**src/pbbt_pkg.sv**
```systemverilog
// shared constants, codes and types for the predictive thermostat
`timescale 1ns / 1ps
`default_nettype none
package pbbt_pkg;

	// reading and slope formats
	localparam int TEMP_BITS       = 12;
	localparam int SLOPE_FRAC_BITS = 8;
	// slope holds scaled reading differences plus sign and margin
	localparam int SLOPE_W = TEMP_BITS + SLOPE_FRAC_BITS + 2;
	// 205 * slope before the divide by 256
	localparam int PROD_W  = SLOPE_W + 8;
	// 51 * reading difference
	localparam int DIFFP_W = TEMP_BITS + 7;

	// configuration register widths
	localparam int CFG_SP_W   = 10;
	localparam int CFG_HYST_W = 8;
	localparam int CFG_DATA_W = 10;
	localparam int CFG_IDX_W  = 1;

	// prediction and band limits share one signed width
	localparam int PRED_W  = SLOPE_W + 5;
	localparam int BOUND_W = CFG_SP_W + 3 + SLOPE_FRAC_BITS + 1;
	localparam int CMP_W   = (PRED_W > BOUND_W) ? PRED_W : BOUND_W;
	// width for the start decision compare
	localparam int LIM_W   = (TEMP_BITS > CFG_SP_W + 2) ? TEMP_BITS : CFG_SP_W + 2;

	// filter weights out of 256 and lookahead in samples
	localparam logic signed [PROD_W-1:0]  W_OLD     = PROD_W'(205);
	localparam logic signed [DIFFP_W-1:0] W_NEW     = DIFFP_W'(51);
	localparam logic signed [CMP_W-1:0]   LOOKAHEAD = CMP_W'(10);
	localparam int WEIGHT_SHIFT = 8;

	localparam logic [CFG_HYST_W-1:0] HYST_RESET = CFG_HYST_W'(2);

	// item modes
	localparam logic [1:0] MODE_SAMPLE = 2'd0;
	localparam logic [1:0] MODE_START  = 2'd1;
	localparam logic [1:0] MODE_STOP   = 2'd2;

	// run states
	localparam logic [1:0] RUN_STOPPED = 2'd0;
	localparam logic [1:0] RUN_HEAT    = 2'd1;
	localparam logic [1:0] RUN_COOL    = 2'd2;

	// register indexes
	localparam logic [CFG_IDX_W-1:0] CFG_SETPOINT = 1'd0;
	localparam logic [CFG_IDX_W-1:0] CFG_HYST     = 1'd1;

	typedef enum logic [4:0] {
		ST_IDLE   = 5'b00001,
		ST_MUL    = 5'b00010,
		ST_SLOPE  = 5'b00100,
		ST_PRED   = 5'b01000,
		ST_DECIDE = 5'b10000
	} state_t;

	typedef struct packed {
		logic load_in;
		logic do_mul;
		logic do_slope;
		logic do_pred;
		logic do_decide;
	} cmd_t;

	typedef struct packed {
		logic sample;
	} status_t;

endpackage
`default_nettype wire

```
**src/predictive_bang_bang_thermostat.sv**
```systemverilog
// top level of the predictive bang-bang thermostat
`timescale 1ns / 1ps
`default_nettype none
//
// channel  direction  handshake              word
// in       sink       in_valid / in_ready    mode, temperature_quarter
// out      source     out_valid / out_ready  relay_on, run_state, last_temperature
// cfg      sink       cfg_valid / cfg_ready  cfg_index, cfg_data
//
// a sample word passes through five controller steps: accept, the two constant
// multiplies of the slope filter, the slope update, the prediction multiply-add
// and the band compare, where the result word is registered
// start, stop and unused modes go from accept through an empty multiply step to the decision
// one word is in flight at a time; the next is taken once the controller is
// back in idle, while the previous result may still sit in the output register
// a stalled output holds the decision step until the register frees up
// reset clears the slope, the previous reading, the run state and the relay,
// sets setpoint 0 and hysteresis 2; configuration writes are taken every cycle
//
module predictive_bang_bang_thermostat (
	input  wire                                clk,
	input  wire                                arst_n,
	// sample and command words
	input  wire                                in_valid,
	output logic                               in_ready,
	input  wire [1:0]                          mode,
	input  wire [pbbt_pkg::TEMP_BITS-1:0]      temperature_quarter,
	// result words
	output logic                               out_valid,
	input  wire                                out_ready,
	output logic                               relay_on,
	output logic [1:0]                         run_state,
	output logic [pbbt_pkg::TEMP_BITS-1:0]     last_temperature,
	// register writes
	input  wire                                cfg_valid,
	output logic                               cfg_ready,
	input  wire [pbbt_pkg::CFG_IDX_W-1:0]      cfg_index,
	input  wire [pbbt_pkg::CFG_DATA_W-1:0]     cfg_data
);

	pbbt_pkg::cmd_t    cmd;
	pbbt_pkg::status_t stat;

	// registers are plain flops, always writable
	assign cfg_ready = 1'b1;

	// sequencer: steps a sample through multiply, slope, predict and decide
	pbbt_ctrl u_ctrl (
		.clk       (clk),
		.arst_n    (arst_n),
		.in_valid  (in_valid),
		.in_ready  (in_ready),
		.out_valid (out_valid),
		.out_ready (out_ready),
		.stat      (stat),
		.cmd       (cmd)
	);

	// datapath: filter state, prediction, hysteresis decision, result word
	pbbt_dp u_dp (
		.clk                 (clk),
		.arst_n              (arst_n),
		.cmd                 (cmd),
		.stat                (stat),
		.mode                (mode),
		.temperature_quarter (temperature_quarter),
		.cfg_we              (cfg_valid & cfg_ready),
		.cfg_index           (cfg_index),
		.cfg_data            (cfg_data),
		.relay_on            (relay_on),
		.run_state           (run_state),
		.last_temperature    (last_temperature)
	);

endmodule
`default_nettype wire

```
**src/pbbt_ctrl.sv**
```systemverilog
// sequencing state machine and output handshake for the thermostat
`timescale 1ns / 1ps
`default_nettype none
module pbbt_ctrl (
	input  wire              clk,
	input  wire              arst_n,
	input  wire              in_valid,
	output logic             in_ready,
	output logic             out_valid,
	input  wire              out_ready,
	input  pbbt_pkg::status_t stat,
	output pbbt_pkg::cmd_t   cmd
);

	pbbt_pkg::state_t st_q;
	pbbt_pkg::state_t st_d;
	logic out_valid_q;
	logic slot_free;

	// the result register can be reloaded once its word is gone or leaving
	assign slot_free = !out_valid_q || out_ready;

	always_comb begin
		st_d = st_q;
		cmd  = '0;
		in_ready = 1'b0;
		case (st_q)
			pbbt_pkg::ST_IDLE: begin
				in_ready = 1'b1;
				if (in_valid) begin
					cmd.load_in = 1'b1;
					st_d = pbbt_pkg::ST_MUL;
				end
			end
			pbbt_pkg::ST_MUL: begin
				if (stat.sample) begin
					cmd.do_mul = 1'b1;
					st_d = pbbt_pkg::ST_SLOPE;
				end else begin
					st_d = pbbt_pkg::ST_DECIDE;
				end
			end
			pbbt_pkg::ST_SLOPE: begin
				cmd.do_slope = 1'b1;
				st_d = pbbt_pkg::ST_PRED;
			end
			pbbt_pkg::ST_PRED: begin
				cmd.do_pred = 1'b1;
				st_d = pbbt_pkg::ST_DECIDE;
			end
			pbbt_pkg::ST_DECIDE: begin
				if (slot_free) begin
					cmd.do_decide = 1'b1;
					st_d = pbbt_pkg::ST_IDLE;
				end
			end
			default: begin
				st_d = pbbt_pkg::ST_IDLE;
			end
		endcase
	end

	always_ff @(posedge clk or negedge arst_n) begin
		if (!arst_n) begin
			st_q        <= pbbt_pkg::ST_IDLE;
			out_valid_q <= 1'b0;
		end else begin
			st_q <= st_d;
			if (cmd.do_decide) begin
				out_valid_q <= 1'b1;
			end else if (out_ready) begin
				out_valid_q <= 1'b0;
			end
		end
	end

	assign out_valid = out_valid_q;

endmodule
`default_nettype wire

```
**src/pbbt_dp.sv**
```systemverilog
// thermostat datapath: registers, slope filter, prediction and decision
`timescale 1ns / 1ps
`default_nettype none
module pbbt_dp (
	input  wire                                  clk,
	input  wire                                  arst_n,
	input  pbbt_pkg::cmd_t                       cmd,
	output pbbt_pkg::status_t                    stat,
	input  wire [1:0]                            mode,
	input  wire [pbbt_pkg::TEMP_BITS-1:0]        temperature_quarter,
	input  wire                                  cfg_we,
	input  wire [pbbt_pkg::CFG_IDX_W-1:0]        cfg_index,
	input  wire [pbbt_pkg::CFG_DATA_W-1:0]       cfg_data,
	output logic                                 relay_on,
	output logic [1:0]                           run_state,
	output logic [pbbt_pkg::TEMP_BITS-1:0]       last_temperature
);

	localparam int T  = pbbt_pkg::TEMP_BITS;
	localparam int F  = pbbt_pkg::SLOPE_FRAC_BITS;
	localparam int SW = pbbt_pkg::SLOPE_W;
	localparam int PW = pbbt_pkg::PROD_W;
	localparam int DW = pbbt_pkg::DIFFP_W;
	localparam int CW = pbbt_pkg::CMP_W;
	localparam int LW = pbbt_pkg::LIM_W;

	// configuration
	logic [pbbt_pkg::CFG_SP_W-1:0]   sp_q;
	logic [pbbt_pkg::CFG_HYST_W-1:0] hyst_q;

	// item holding registers
	logic [1:0]   mode_q;
	logic [T-1:0] reading_q;

	// filter and control state
	logic [T-1:0]         prev_q;
	logic signed [SW-1:0] slope_q;
	logic [1:0]           run_q;
	logic                 relay_q;

	// intermediate stages
	logic signed [PW-1:0] prod_old_s1;
	logic signed [DW-1:0] prod_new_s1;
	logic signed [CW-1:0] pred_s2;

	// result word
	logic         out_relay_q;
	logic [1:0]   out_run_q;
	logic [T-1:0] out_temp_q;

	logic signed [T:0]    diff;
	logic signed [PW-1:0] sum;
	logic signed [CW-1:0] rd_scaled;
	logic signed [CW-1:0] sp_ext;
	logic signed [CW-1:0] half_ext;
	logic signed [CW-1:0] upper;
	logic signed [CW-1:0] lower;
	logic                 start_cool;
	logic [1:0]           run_d;
	logic                 relay_d;

	assign stat.sample = (mode_q == pbbt_pkg::MODE_SAMPLE);

	// reading difference against the stored previous reading
	assign diff = $signed({1'b0, reading_q}) - $signed({1'b0, prev_q});

	// 205*slope + 51*diff scaled, floor divided by 256 below
	assign sum = prod_old_s1 + (PW'(prod_new_s1) <<< F);

	assign rd_scaled = $signed(CW'({reading_q, {F{1'b0}}}));

	// band limits in quarter degrees with slope fraction bits
	assign sp_ext   = $signed(CW'(sp_q));
	assign half_ext = $signed(CW'(hyst_q[pbbt_pkg::CFG_HYST_W-1:1]));
	assign upper    = (sp_ext + half_ext) <<< (2 + F);
	assign lower    = (sp_ext - half_ext) <<< (2 + F);

	assign start_cool = LW'(prev_q) > LW'({sp_q, 2'b00});

	always_comb begin
		run_d   = run_q;
		relay_d = relay_q;
		case (mode_q)
			pbbt_pkg::MODE_SAMPLE: begin
				case (run_q)
					pbbt_pkg::RUN_HEAT: begin
						if (pred_s2 >= upper) begin
							run_d   = pbbt_pkg::RUN_COOL;
							relay_d = 1'b0;
						end else begin
							relay_d = 1'b1;
						end
					end
					pbbt_pkg::RUN_COOL: begin
						if (pred_s2 <= lower) begin
							run_d   = pbbt_pkg::RUN_HEAT;
							relay_d = 1'b1;
						end else begin
							relay_d = 1'b0;
						end
					end
					default: begin
						run_d   = pbbt_pkg::RUN_STOPPED;
						relay_d = 1'b0;
					end
				endcase
			end
			pbbt_pkg::MODE_START: begin
				run_d = start_cool ? pbbt_pkg::RUN_COOL : pbbt_pkg::RUN_HEAT;
			end
			pbbt_pkg::MODE_STOP: begin
				run_d = pbbt_pkg::RUN_STOPPED;
			end
			default: begin
				run_d = run_q;
			end
		endcase
	end

	// control state and configuration
	always_ff @(posedge clk or negedge arst_n) begin
		if (!arst_n) begin
			sp_q    <= '0;
			hyst_q  <= pbbt_pkg::HYST_RESET;
			prev_q  <= '0;
			slope_q <= '0;
			run_q   <= pbbt_pkg::RUN_STOPPED;
			relay_q <= 1'b0;
		end else begin
			if (cfg_we) begin
				case (cfg_index)
					pbbt_pkg::CFG_SETPOINT: sp_q <= cfg_data[pbbt_pkg::CFG_SP_W-1:0];
					pbbt_pkg::CFG_HYST:     hyst_q <= cfg_data[pbbt_pkg::CFG_HYST_W-1:0];
					default: begin
						sp_q <= sp_q;
					end
				endcase
			end
			if (cmd.do_slope) begin
				slope_q <= SW'(sum >>> pbbt_pkg::WEIGHT_SHIFT);
				prev_q  <= reading_q;
			end
			if (cmd.do_decide) begin
				run_q   <= run_d;
				relay_q <= relay_d;
			end
		end
	end

	// payload registers
	always_ff @(posedge clk) begin
		if (cmd.load_in) begin
			mode_q    <= mode;
			reading_q <= temperature_quarter;
		end
		if (cmd.do_mul) begin
			prod_old_s1 <= PW'(slope_q) * pbbt_pkg::W_OLD;
			prod_new_s1 <= DW'(diff) * pbbt_pkg::W_NEW;
		end
		if (cmd.do_pred) begin
			pred_s2 <= rd_scaled + CW'(slope_q) * pbbt_pkg::LOOKAHEAD;
		end
		if (cmd.do_decide) begin
			out_relay_q <= relay_d;
			out_run_q   <= run_d;
			out_temp_q  <= prev_q;
		end
	end

	assign relay_on         = out_relay_q;
	assign run_state        = out_run_q;
	assign last_temperature = out_temp_q;

endmodule
`default_nettype wire

```
**config.mk**
```make
export PLATFORM = sky130hd
export DESIGN_NAME = predictive_bang_bang_thermostat
export DESIGN_NICKNAME = d
export VERILOG_FILES = /design/src/pbbt_pkg.sv /design/src/predictive_bang_bang_thermostat.sv /design/src/pbbt_ctrl.sv /design/src/pbbt_dp.sv
export SDC_FILE = /design/constraint.sdc
export NUM_CORES = 1
export LEC_CHECK = 0
export CAP_MARGIN = 30
export CORE_MARGIN = 10
export CORE_UTILIZATION = 60
export CTS_CLUSTER_DIAMETER = 120
export DETAILED_ROUTE_END_ITERATION = 8
export DONT_BUFFER_PORTS = 1
export GPL_TIMING_DRIVEN = 0
export PLACE_DENSITY = 0.76
export SLEW_MARGIN = 15
export SYNTH_ARGS = -nofsm -noshare
export SYNTH_HDL_FRONTEND = slang
export SYNTH_SLANG_ARGS = --single-unit
export TNS_END_PERCENT = 50
```
**constraint.sdc**
```tcl
create_clock -name clk -period 6.7 [get_ports clk]
set_clock_uncertainty 0.2 [all_clocks]
set_input_delay 0.335 -clock clk [delete_from_list [all_inputs] [get_ports clk]]
set_output_delay 0.335 -clock clk [all_outputs]
set_load 0.05 [all_outputs]
```
== Yosys cells after proc, flatten, opt, wreduce, memory -nomap -nowiden ==
Cells that the tools add are included.
Storage, ports and cells
  register bits after elaboration: 166
  bits of input ports: 30
  logic and storage cells: 70
Operators by class
  $add $sub $neg: 5
  $mul: 3
  order comparisons: 3
  eq/ne operators: 11
  mux-type cells: 24
  bitwise logic cells: 1
  reductions and logical operators: 7
Operators with widths (count)
  adder 30 x 27 -> 30 bit: 1
  multiplier 22 x 9 -> 30 bit (second input constant): 1
  adder 21 x 27 -> 27 bit: 1
  >= comparator 27 bit: 1
  <= comparator 27 bit: 1
  multiplier 22 x 4 -> 26 bit (second input constant): 1
  case mux 5 bit (5 select lines): 1
  multiplier 13 x 7 -> 19 bit (second input constant): 1
  two-way mux 5 bit: 3
  two-way mux 1 bit: 14
  subtractor 12 x 12 -> 13 bit: 1
  > comparator 12 bit: 1
  adder 10 x 7 -> 11 bit: 1
  subtractor 10 x 7 -> 11 bit: 1
  two-way mux 2 bit: 3
  case mux 2 bit (3 select lines): 1
  AND reduction 2 bit: 3
  == test 5 x 1 -> 1 bit (second input constant): 1
  == test 5 x 2 -> 1 bit (second input constant): 1
  == test 5 x 3 -> 1 bit (second input constant): 1
  == test 5 x 4 -> 1 bit (second input constant): 1
  == test 5 bit (second input constant): 1
  == test 2 x 1 -> 1 bit (second input constant): 2
  == test 2 bit (second input constant): 2
  other kinds (9): 9

== Depth between registers and ports, before layout ==
Gate-level depths: netlist of run 1.
  word-level depth: 5
  gate-level depth with buffers: 25
  depth with buffers taken out: 25

== Cells and area by module ==
Synthesis of run 1 repeated with hierarchy kept, for this count alone.
Unflattened totals
  cells, all modules: 1491
  area total of the unflattened synthesis: 14830.5 µm²
Modules (own cells, without submodules)
  pbbt_dp: instances 1, cells each 1451, area each 14415.1 µm², sequential area each 4235.3 µm²
  pbbt_ctrl: instances 1, cells each 38, area each 404.1 µm², sequential area each 151.4 µm²
  predictive_bang_bang_thermostat: instances 1, cells each 2, area each 11.3 µm², sequential area each 0.0 µm²

== Worst setup path after synthesis of run 1 ==
No wires, ideal clock.
  path type: register to register
  start point: reg u_dp.prev_q[0]
  end point: reg u_dp.prod_new_s1[18], data pin
  setup time: 0.258 ns
  arrival: 5.380 ns
  data required time: 6.242 ns
  slack: 0.863 ns
  cell stages (with the launch flop): 24
  path buffers: 0
  period minus slack after synthesis: 5.837 ns
  path through: dfrtp_1 > ha_1 > fa_1 > nor2b_1 > o21ai_1 > a21boi_1 > o21ai_1 > a21oi_1 > a31oi_1 > o21bai_1 > a21o_1 > inv_1 > fa_1 > ha_1 > inv_1 > fa_1 > inv_1 > ha_1 > or3_1 > a211oi_1 > nor3_1 > or3_1 > a21oi_1 > xnor2_1
On the way
  longest elaborated chain between the ends: 2
Ends and longest elaborated chain
  from (decl): RTL line pbbt_dp.sv:36  | logic [T-1:0] prev_q;
  from (signal assigned): RTL line pbbt_dp.sv:141  | prev_q <= reading_q;
  subtractor 12 x 12 -> 13 bit: RTL line pbbt_dp.sv:65  | assign diff = $signed({1'b0, reading_q}) - $signed({1'b0, prev_q});
  multiplier 13 x 7 -> 19 bit: RTL line pbbt_dp.sv:158  | prod_new_s1 <= DW'(diff) * pbbt_pkg::W_NEW;
  to (signal assigned): RTL line pbbt_dp.sv:158
  to (decl): RTL line pbbt_dp.sv:43  | logic signed [DW-1:0] prod_new_s1;
Every way passes these cells.
A chain may end at the register's enable or synchronous reset.

== Final worst setup path of run 1 ==
  start point: reg u_dp.reading_q[0]
  end point: reg u_dp.prod_new_s1[17], data pin
On the way
  longest elaborated chain between the ends: 2
Ends and longest elaborated chain
  from (decl): RTL line pbbt_dp.sv:33  | logic [T-1:0] reading_q;
  from (signal assigned): RTL line pbbt_dp.sv:154  | reading_q <= temperature_quarter;
  subtractor 12 x 12 -> 13 bit: RTL line pbbt_dp.sv:65
  multiplier 13 x 7 -> 19 bit: RTL line pbbt_dp.sv:158
Every way passes these cells.

==> results of run 1 <==
-- routing by layer --
layer / track usage / up-vias
li1: - / 5262
met2: 0.371 / 269
met4: 0.0948 / 0
met3: 0.0317 / 65
met1: 0.262 / 5217
met5: 0 / -
-- flip-flops by register name, summed over array words and instances (netlist names) --
register	count
u_dp.reading_q	12
u_dp.hyst_q	7
u_ctrl.st_q	5
u_dp.pred_s2	26
u_dp.run_q	2
u_dp.relay_q	1
u_dp.sp_q	10
u_dp.mode_q	2
u_dp.relay_on	1
u_dp.prev_q	12
u_ctrl.out_valid	1
u_dp.prod_old_s1	22
u_dp.run_state	2
u_dp.slope_q	22
u_dp.last_temperature	12
u_dp.prod_new_s1	19
-- worst max-delay path: stages (launching register included) --
cell and delay, ns:
edfxtp_1 0.44, inv_1 0.10, ha_1 0.22, fa_1 0.41, nor2b_1 0.15, o21ai_1 0.09
a21boi_1 0.21, o21ai_1 0.13, a21oi_2 0.20, xor2_1 0.52, inv_1 0.21, fa_1 0.57
inv_1 0.04, ha_1 0.27, inv_1 0.06, fa_1 0.52, inv_1 0.04, ha_1 0.35
and3_1 0.19, a221o_1 0.36, o41ai_2 0.37, o2111ai_1 0.20, a21oi_1 0.22, xnor2_1 0.13
-- what timing repair did --
action,in CTS,in global routing
gates resized for setup,1,5
endpoints found under the setup margin,1,2
hold endpoints to repair,93,0
hold buffers,28,0
-- synthesized netlist by cell type, drive strengths merged (5+ instances only) --
library cell    n
o21a           17
nand3          21
o21bai         16
or3            12
nor4            5
ha            244
a21boi          6
a21o           38
o211ai          7
mux2i           5
and3            9
and2            6
dfrtp          58
o31ai           6
fa             84
nor2           59
a21oi          72
clkbuf         14
xor2           38
a31oi          11
nand4          12
mux2           10
inv           243
xnor2          79
and4            5
nand2         107
nand2b         17
nor3           22
nor2b          21
edfxtp         96
o21ai          93
a211oi         10
-- worst paths after layout --
check                      slack (ns)              start                  endpoint
max                              0.23  u_dp.reading_q[0]      u_dp.prod_new_s1[17]
min                               0.1           in_valid            u_ctrl.st_q[0]
max reg2reg                      0.23  u_dp.reading_q[0]      u_dp.prod_new_s1[17]
min reg2reg                      0.27     u_dp.prev_q[2]  u_dp.last_temperature[2]
max in group asynchronous        5.75             arst_n            u_dp.hyst_q[1]
min in group asynchronous        0.23             arst_n            u_ctrl.st_q[1]
-- logic make-up after synthesis --
family,count (synthesis)
compound gates,310
other cells,1
xor+xnor,117
flops,156
buf+inv,260
fa+ha+maj,328
simple gates,310
mux,15
-- layout make-up --
class | instances | area share
inverters | 244 | 0.0561
plain buffers | 16 | 0.00391
flip-flops and latches | 156 | 0.269
multi-input cells | 1081 | 0.587
well taps | 324 | 0.0249
repair buffers | 33 | 0.0210
clock inverters | 15 | 0.0119
clock buffers | 17 | 0.0261
-- through the flow --
stage | hold slack [ns] | util | TNS [ns] | worst slack [ns] | cell area (µm²)
floorplan | -0.161 | - | 0 | 0.863 | 14900
global placement | -0.157 | 0.628 | 0 | 0.105 | 15300
detailed placement | -0.157 | 0.630 | 0 | 0.0181 | 15400
CTS | 0.0819 | 0.668 | 0 | 0.180 | 16300
global route | 0.111 | 0.669 | -0.0115 | -0.0115 | 16300
finish | 0.0970 | 0.669 | 0 | 0.230 | 16300
==> metrics.md, run 1 <==
| Metric | Value |
|---|---|
| Layout cells sized above 1 | `0.0538` |
| Clk slew on worst S/H paths | `approximately 0.08 ns` |
| Worst hold path class | `input pin to flip-flop` |
| CTS Buf Count | `17` |
| Sequential cell area | `approximately 4400 µm²` |
| DRC violations left | `0` |
| Root Buffer | `clkbuf_16` |
| Grt ovf | `0` |
| Synth warnings | `0` |
| Antenna violations before repair | `0` |
| Min cycle time layout | `about 6.5 ns` |
| DRT met1 WL | `around 14 mm` |
| Post-DR vias/cell | `about 5.7` |
| Synthesized area | `14900 µm²` |
| CP Launch Type | `flip-flop` |
| Syn_area_per_cell | `roughly 10 µm²` |
| Post-synthesis mux area share | `0.0109` |
| Vias | `10800` |
| CTS tree | `done` |
| Post-CTS setup buffers | `0` |
| Starting density of the core | `0.611` |
| Layout area overhead | `9.42%` |
| Post-Synthesis Cells | `roughly 1500` |
| Status | `completed` |
| Filler instances | `1879` |
| Buffers added on ports | `0` |
| Initial DRC count | `between 700 and 800` |
| Leading area contributor after synthesis | `ha_1` |
| Routed Antenna Nets | `0` |
| GP Congestion | `between 0.9 and 1` |
| Final WL | `about 33 mm` |
| Antenna Cells | `0` |
| Most frequent cells in the layout | `ha_1 (244), inv_1 (243), nand2_1 (107), edfxtp_1 (96), fa_1 (84)` |
| Drt first pass iters | `5` |
| Hold path depth | `3` |
| CP endpoint kind | `flip-flop` |
| IO Count | `between 40 and 50` |
| Final hold viol count | `0` |
| Cell Count Post-Placement | `1826` |
| Nets | `1907` |
| Tcrit/Tclk final | `0.966` |
| Largest family of logic cells by synthesized area | `adder cells` |
| Max FO, Critical Path | `5` |
| CTS HTree Levels | `4` |
| Ys flop type | `edfxtp_1` |
| Largest net degree at the start of global routing | `61` |
| Clock Sinks | `156` |
| Post-Synth Adder-Cell Area | `0.318` |
| Commonest non-fill, non-tap cell in the layout | `ha_1` |
| Ys async rst share | `0.385` |
| Max-slew headroom | `0.528` |
| Area of the multi-input gates | `roughly 9600 µm²` |
| Post-Synth Simple-Gate Area | `0.102` |
| DR top layer | `met4` |
| Synth top area share | `0.205` |
| Row cnt | `57` |
| Core Footprint | `24400 µm²` |
| Die span in y | `178 µm` |
| Crit Path Class | `flip-flop to flip-flop` |
| Worst Path Required | `~6.7 ns` |
| Final setup viols | `0` |
| Synth Area in Compound Gates | `0.140` |
| Slew @ Worst Pin | `0.708 ns` |
| Met3 routed WL | `~1.4 mm` |
| Die W | `178 µm` |
| Later-pin clock latency in the skew report | `0.43 ns` |
| Vias in the first global route | `about 11000` |
| EDFF count, synth | `between 90 and 100` |
| Met2 wire len | `15.9 mm` |
| Crit path DAT | `between 6 and 7 ns` |
| Max_cap viols | `0` |
| Top cells by area, synth | `ha_1 (20%), edfxtp_1 (19%), fa_1 (11%)` |
| Post-Syn Nets | `between 1500 and 2000` |
| CTS max path bufs | `2` |
| Worst R2R Path Depth | `23` |
| Seq/Total Area, Yosys | `0.294` |
| F_max | `~0.15 GHz` |
| Die area | `~32000 µm²` |
| Global-route wire length before repair | `between 50 and 60 mm` |
| HPWL after DPL | `between 20 and 30 mm` |
| XOR/XNOR share of the synthesized area | `0.0692` |
| Post-synthesis cell type count | `slightly below 80` |
| Max-slew violation count | `0` |
| Synthesized flop and latch total | `156` |
| Total Routing Usage GR | `0.215` |
| WL/cell | `17.3 µm` |
| Post-Layout Cell Count | `between 1500 and 2000` |
Power of run 1 is left out: the tool's default activity adds up to more than one toggle a clock period on the data nets, which glitch-free logic cannot reach.
==> run 2: changes to the inputs <==
--- a/config.mk
+++ b/config.mk
@@ -12,7 +12,7 @@
 export DETAILED_ROUTE_END_ITERATION = 8
 export DONT_BUFFER_PORTS = 1
 export GPL_TIMING_DRIVEN = 0
-export PLACE_DENSITY = 0.76
+export PLACE_DENSITY = 0.79
 export SLEW_MARGIN = 15
 export SYNTH_ARGS = -nofsm -noshare
 export SYNTH_HDL_FRONTEND = slang
==> constraint.sdc (replaced) <==
create_clock -name clk -period 5.35 [get_ports clk]
set_clock_uncertainty 0.2 [all_clocks]
set_input_delay 0.2675 -clock clk [delete_from_list [all_inputs] [get_ports clk]]
set_output_delay 0.2675 -clock clk [all_outputs]
set_load 0.05 [all_outputs]
==> run 2 against run 1 <==
- global-route usage increased by 0.60 points
- critical path depth is the same
- routed wire length rose by 8.0%
- setup slack worse by 0.67 ns
- count of clock-buffer cells in the layout did not move
- final area grew 4.4%
- cell count up 2.0%
- sequential share of layout area down 1.1 points
- the run now ends with negative setup slack left
==> metrics.md, run 2 (synthesis gave the netlist of run 1 again) <==
| Metric | Value |
|---|---|
| Crit Path Class | `flip-flop to flip-flop` |
| Starting density of the core | `0.611 (unchanged)` |
| IO Count | `48 (unchanged)` |
| Die span in y | `178 µm (unchanged)` |
| Final hold viol count | `0 (unchanged)` |
| Largest net degree at the start of global routing | `61 (unchanged)` |
| Final WL | `35.2 mm (+8.0%)` |
| Utilization after layout | `0.698 (+0.0293)` |
| Die area | `31600 µm² (unchanged)` |
| Cells along the critical path | `ha_4 -> fa_2 -> nor2b_2 -> o21ai_2 -> a21boi_2 -> o21ai_2 -> a21oi_4 -> xor2_4 -> inv_2 -> fa_1 -> inv_1 -> ha_1 -> inv_1 -> fa_1 -> inv_1 -> ha_4 -> and3_4 -> a221o_1 -> o41ai_4 -> buf_4 -> o21bai_1 -> a21oi_1 -> xnor2_1` |
| CP peak stage delay | `0.57 ns (about the same)` |
| Status | `complete, but fails checks` |
| Min cycle time layout | `5.79 ns (-0.682 ns)` |
| Commonest non-fill, non-tap cell in the layout | `ha_1` |
| Layout cells sized above 1 | `0.115 (+0.0612)` |
| Worst Path Required | `5.34 ns (-1.33 ns)` |
| Fin Hold WS | `0.0947 ns (-0.00233 ns)` |
| Slew @ Worst Pin | `0.749 ns (+0.0410 ns)` |
| Antenna violations before repair | `0 (unchanged)` |
| Met3 routed WL | `1.97 mm (+37%)` |
| Failing checks | `negative setup slack` |
| Crit path DAT | `5.78 ns (-0.66 ns)` |
| Worst reg2reg path endpoint | `u_dp.prod_new_s1[15]` |
| CTS max path bufs | `2 (unchanged)` |
| Row cnt | `57 (unchanged)` |
| Root Buffer | `clkbuf_16` |
| Drt first pass iters | `5 (unchanged)` |
| HPWL after DPL | `25.7 mm (-1.3%)` |
| Grt ovf | `0 (unchanged)` |
| Antenna Cells | `0 (unchanged)` |
| RSZ-0062 raised after global routing | `yes` |
| Max stage delay cell, worst path | `fa_1` |
| Register with the most flip-flops | `u_dp.pred_s2` |
| Final setup viols | `7 (+7)` |
| Placement Setup Slack | `-0.810 ns (-0.828 ns)` |
| Hold path depth | `3 (unchanged)` |
| Met2 wire len | `17.2 mm (+8.2%)` |
| Setup slack, reg-to-reg | `-0.44 ns (-0.67 ns)` |
| Total Routing Usage GR | `0.221 (+0.00598)` |
| CP dominant cell by count | `inv_1` |
| Core Footprint | `24400 µm² (unchanged)` |
| WL/cell | `18.3 µm (+5.8%)` |
| CTS HTree Levels | `4 (unchanged)` |
| Max_cap viols | `0 (unchanged)` |
| Vias | `11200 (+4.0%)` |
| RR Startpoint | `u_dp.prev_q[0]` |
| DR top layer | `met4` |
| Hold Path End | `u_dp.sp_q[7]` |
| Clk slew on worst S/H paths | `0.07 ns (about the same)` |
| CP endpoint kind | `flip-flop` |
| Worst hold path class | `input pin to flip-flop` |
| Top Registers | `u_dp.pred_s2 x26, u_dp.prod_old_s1 x22, u_dp.slope_q x22` |
| Final worst slack | `-0.438 ns (-0.668 ns)` |
| CP Launch Type | `flip-flop` |
| Filler instances | `1725 (-8.2%)` |
| GP Congestion | `0.897 (-3.5%)` |
| Vias in the first global route | `11400 (+0.71%)` |
| Clock Sinks | `156 (unchanged)` |
| F_max | `0.173 GHz (+12%)` |
| Most frequent cells in the layout | `ha_1 (230), inv_1 (226), nand2_1 (107), edfxtp_1 (96), fa_1 (83)` |
| Buffers added on ports | `0 (unchanged)` |
| Die W | `178 µm (unchanged)` |
| Max reg flops | `26 (unchanged)` |
| Post-DR vias/cell | `5.85 (+2.0%)` |
| Routed Antenna Nets | `0 (unchanged)` |
| CTS Buf Count | `17 (unchanged)` |
| Later-pin clock latency in the skew report | `0.45 ns (+0.02 ns)` |
| DRT met1 WL | `14.6 mm (+4.4%)` |
| Max-slew violation count | `0 (unchanged)` |
| Max-slew headroom | `0.498 (-0.0300)` |
| Max FO, Critical Path | `3 (-2)` |
| Hold Crit Start | `cfg_index` |
| Layout area overhead | `14.2%` |
| DRC violations left | `0 (unchanged)` |
| Tcrit/Tclk final | `1.08 (+0.116)` |
| Initial DRC count | `926 (+29%)` |
| Global-route wire length before repair | `56.1 mm (+2.0%)` |
| CTS tree | `done` |
| Nets | `1945 (+2.0%)` |
| Worst R2R Path Depth | `23 (unchanged)` |
[run 2: layout make-up]
cell class,instances,area (µm²),share of cell area
buffer,15,60.1,0.00353
clock buffer,17,425,0.0250
clock inverter,15,190,0.0112
inverter,244,921,0.0541
multi-input combinational,1081,9990,0.587
sequential,156,4390,0.258
tap,324,405,0.0238
timing repair buffer,72,651,0.0382
[run 2: critical path, delay by kind of cell (launching register included)]
kind | cells | cell delay, ns
compound gates | 8 | 1.58
xor+xnor | 2 | 0.35
fa+ha+maj | 6 | 2.17
buf+inv | 5 | 0.46
flops | 1 | 0.43
simple gates | 2 | 0.33
[run 2: metal layers]
metal | global-route usage | vias to the layer above
met5 | 0 | -
met4 | 0.0848 | 0
met3 | 0.0359 | 106
met2 | 0.383 | 356
met1 | 0.270 | 5443
li1 | - | 5341
[run 2: how the worst max path moves through the flow]
stage / slack (ns) / cells after the start / end / from
2_1_floorplan: -0.01 / 23 / u_dp.prod_new_s1[18] / u_dp.prev_q[0]
6_report: -0.44 / 23 / u_dp.prod_new_s1[15] / u_dp.prev_q[0]
3_5_place_dp: -0.81 / 22 / u_dp.prod_new_s1[17] / u_dp.reading_q[1]
4_1_cts: -0.22 / 24 / u_dp.prod_new_s1[18] / u_dp.reading_q[0]
5_1_grt: -0.57 / 24 / u_dp.prod_new_s1[18] / u_dp.reading_q[0]
3_3_place_gp: -0.65 / 22 / u_dp.prod_new_s1[17] / u_dp.reading_q[1]
[run 2: timing repair]
action,4_1_cts,5_1_grt
resized for setup,47,27
setup endpoints to repair,8,12
endpoints found under the hold margin,94,0
hold buffers,28,0
pin swaps,40,37
setup buffers,28,12
[run 2: metrics by stage]
| stage | setup TNS, ns | instance area [µm²] | cells |
|---|---|---|---|
| after detailed placement | -3.40 | 15400 | 1825 |
| after CTS | -0.744 | 16800 | 1912 |
| after global placement | -8.13 | 15400 | 1821 |
| final | -2.00 | 17000 | 1924 |
| after floorplan | -0.00965 | 15000 | 1497 |
| after global routing | -2.98 | 17000 | 1924 |
Power of run 2 is left out for the same reason.
==> run 3: changes to the inputs <==
--- a/config.mk
+++ b/config.mk
@@ -5,14 +5,14 @@
 export SDC_FILE = /design/constraint.sdc
 export NUM_CORES = 1
 export LEC_CHECK = 0
+export ABC_AREA = 1
 export CAP_MARGIN = 30
 export CORE_MARGIN = 10
-export CORE_UTILIZATION = 60
+export CORE_UTILIZATION = 45
 export CTS_CLUSTER_DIAMETER = 120
 export DETAILED_ROUTE_END_ITERATION = 8
 export DONT_BUFFER_PORTS = 1
 export GPL_TIMING_DRIVEN = 0
-export PLACE_DENSITY = 0.79
 export SLEW_MARGIN = 15
 export SYNTH_ARGS = -nofsm -noshare
 export SYNTH_HDL_FRONTEND = slang
==> run 3 against run 2 <==
- the flow now finishes without violations
- first-iteration DRC count shrank 18%
- sequential share of layout area is 1.2 points lower
- worst hold slack improved by 0.027 ns
- utilization down 18 points
- critical path depth is 2 lower
- register-to-register slack improved by 0.67 ns
- die area rose by 37%
==> metrics.md, run 3 <==
| Metric | Value |
|---|---|
| Max_cap viols | `0 (unchanged)` |
| Register with the most flip-flops | `u_dp.pred_s2` |
| Die area | `43200 µm² (+37%)` |
| Post-synthesis cell type count | `50 (-37%)` |
| Post-Syn Nets | `2259 (+22%)` |
| Seq/Total Area, Yosys | `0.276 (-0.0181)` |
| Synthesized area | `15900 µm² (+6.5%)` |
| Filler instances | `3303 (+91%)` |
| Synthesized flop and latch total | `156 (unchanged)` |
| Vias | `12600 (+12%)` |
| Status | `completed` |
| Most frequent cell after synthesis | `inv_1` |
| Vias in the first global route | `12400 (+8.8%)` |
| Die span in y | `208 µm (+17%)` |
| Max-slew headroom | `0.424 (-0.0739)` |
| Layout cells sized above 1 | `0.0749 (-0.0401)` |
| Largest family of logic cells by synthesized area | `adder cells` |
| CTS tree | `done` |
| Starting density of the core | `0.458 (-0.154)` |
| Crit Path Class | `flip-flop to flip-flop` |
| Top cells by count, synth | `inv_1 (363), nand2_1 (348), ha_1 (244)` |
| Drt first pass iters | `5 (unchanged)` |
| Buf/Inv on CP | `3 (-2)` |
| Antenna violations before repair | `0 (unchanged)` |
| Post-Layout Cell Count | `2445 (+27%)` |
| Row cnt | `68 (+19%)` |
| CTS max path bufs | `2 (unchanged)` |
| Syn_area_per_cell | `8.36 µm² (-16%)` |
| Max FO, Critical Path | `6 (+3)` |
| Final hold viol count | `0 (unchanged)` |
| Layout area overhead | `12.6%` |
| Max-slew violation count | `0 (unchanged)` |
| Synth top area share | `0.192 (-0.0126)` |
| CP endpoint kind | `flip-flop` |
| Max reg flops | `26 (unchanged)` |
| Grt ovf | `0 (unchanged)` |
| Die W | `208 µm (+17%)` |
| Largest net degree at the start of global routing | `61 (unchanged)` |
| CP Launch Type | `flip-flop` |
| Buffers added on ports | `0 (unchanged)` |
| Later-pin clock latency in the skew report | `0.43 ns (-0.02 ns)` |
| Worst Path Required | `5.33 ns (about the same)` |
| Largest delay share family, worst path | `adder cells` |
| Root Buffer | `clkbuf_16` |
| DRC violations left | `0 (unchanged)` |
| Fin Hold WS | `0.122 ns (+0.0275 ns)` |
| Total Routing Usage GR | `0.186 (-0.0349)` |
| CP peak stage delay | `0.51 ns (-0.06 ns)` |
| XOR/XNOR share of the synthesized area | `0.0590 (-0.0102)` |
| Top Registers | `u_dp.pred_s2 x26, u_dp.prod_old_s1 x22, u_dp.slope_q x22` |
| Worst hold path class | `input pin to flip-flop` |
| Initial DRC count | `762 (-18%)` |
| Tcrit/Tclk final | `0.957 (-0.125)` |
| Most frequent cells in the layout | `inv_1 (360), nand2_1 (347), ha_1 (231), a21oi_1 (119), nor2_1 (117)` |
| Cells along the critical path | `ha_2 -> a21oi_2 -> nor2_1 -> a211oi_1 -> o21ai_2 -> xor2_2 -> buf_4 -> ha_1 -> fa_1 -> ha_1 -> inv_1 -> fa_1 -> inv_1 -> ha_4 -> a21oi_1 -> o21ai_0 -> a21oi_1 -> o21ai_2 -> a21oi_1 -> o21bai_1 -> xor2_1` |
| Synth Area in Compound Gates | `0.109 (-0.0311)` |
| Leading area contributor after synthesis | `ha_1` |
| Cell Count Post-Placement | `2359 (+29%)` |
| GP Congestion | `0.946 (+5.4%)` |
| Final WL | `40.7 mm (+15%)` |
| Routed Antenna Nets | `0 (unchanged)` |
| F_max | `0.195 GHz (+13%)` |
| Ys flop type | `edfxtp_1` |
| CTS HTree Levels | `4 (unchanged)` |
| Clk slew on worst S/H paths | `0.08 ns (about the same)` |
| Post-DR vias/cell | `5.17 (-12%)` |
| HPWL after DPL | `33.9 mm (+32%)` |
| Clock Sinks | `156 (unchanged)` |
| Max stage delay cell, worst path | `edfxtp_1` |
| Nets | `2335 (+20%)` |
| Final setup viols | `0 (-7)` |
| Setup slack, reg-to-reg | `0.23 ns (+0.67 ns)` |
| CP dominant cell by count | `a21oi_1` |
| Top cells by area, synth | `ha_1 (19%), edfxtp_1 (18%), fa_1 (11%)` |
| IO Count | `48 (unchanged)` |
| Antenna Cells | `0 (unchanged)` |
| Min cycle time layout | `5.12 ns (-0.670 ns)` |
| Post-Synth Simple-Gate Area | `0.167 (+0.0647)` |
| Commonest non-fill, non-tap cell in the layout | `inv_1` |
| Synth warnings | `0 (unchanged)` |
| Core Footprint | `34700 µm² (+42%)` |
| WL/cell | `16.6 µm (-9.2%)` |
| Crit path DAT | `5.10 ns (-0.68 ns)` |
| EDFF count, synth | `96 (unchanged)` |
| Post-synthesis mux area share | `0 (-0.0109)` |
| Slew @ Worst Pin | `0.861 ns (+0.112 ns)` |
| Global-route wire length before repair | `65.3 mm (+16%)` |
| Ys async rst share | `0.385 (unchanged)` |
| Post-Synth Adder-Cell Area | `0.298 (-0.0195)` |
| CTS Buf Count | `17 (unchanged)` |
| Post-Synthesis Cells | `1901 (+27%)` |
==> run 3: worst paths after layout <==
path,start,to,cells after the start
max reg2reg,u_dp.reading_q[8],u_dp.prod_new_s1[18],21
min,cfg_valid,u_dp.sp_q[5],4
min reg2reg,u_dp.prev_q[2],u_dp.last_temperature[2],0
max,u_dp.reading_q[8],u_dp.prod_new_s1[18],21
min in group asynchronous,arst_n,u_dp.run_q[0],2
max in group asynchronous,arst_n,u_ctrl.st_q[0],2
==> run 3: cell type report <==
cell class	instances	area [µm²]	share of cell area
Clock buffer	17	425	0.0238
Multi-Input combinational cell	1363	10300	0.575
Buffer	14	62.6	0.00350
Clock inverter	15	196	0.0110
Tap cell	455	569	0.0318
Sequential cell	156	4390	0.246
Inverter	368	1380	0.0773
Timing Repair Buffer	57	567	0.0317
==> run 3: worst reg2reg max path: cells and delay by family, from the launching register on <==
| kind | cells | cell delay [ns] |
|---|---|---|
| adder cells (fa/ha/maj) | 6 | 2.20 |
| AO/OA/AOI/OAI | 9 | 1.31 |
| flip-flops | 1 | 0.51 |
| XOR/XNOR | 2 | 0.33 |
| buffers and inverters | 3 | 0.27 |
| AND/OR/NAND/NOR | 1 | 0.06 |
==> run 3: per-layer routing <==
layer	vias up	routed length, µm	global-route usage	share of wire
li1	6390	-	-	-
met1	5963	18800	0.247	0.46
met2	243	19500	0.313	0.48
met3	38	1660	0.0271	0.041
met4	0	651	0.0423	0.016
met5	-	0	0	0
==> run 3: stage by stage <==
step / setup TNS [ns] / setup slack [ns] / util / cell area (µm²)
5_1_grt: -0.00863 / -0.00863 / 0.515 / 17900
3_3_place_gp: -0.265 / -0.237 / 0.474 / 16500
4_1_cts: 0 / 0.0144 / 0.505 / 17500
2_1_floorplan: 0 / 0.418 / - / 15900
6_report: 0 / 0.232 / 0.515 / 17900
3_5_place_dp: -0.366 / -0.294 / 0.476 / 16500
==> run 3: repair_timing <==
item,4_1_cts,5_1_grt
hold buffers,32,0
endpoints found under the setup margin,3,6
hold endpoints to repair,95,0
resized for setup,8,45
pin swaps,1,11
setup buffers,1,19
==> run 3: cells by family after synthesis <==
logic type	Yosys count
compound gates	305
xor+xnor	107
fa+ha+maj	328
buf+inv	382
flops	156
other cells	1
simple gates	622
Power of run 3 is left out for the same reason.
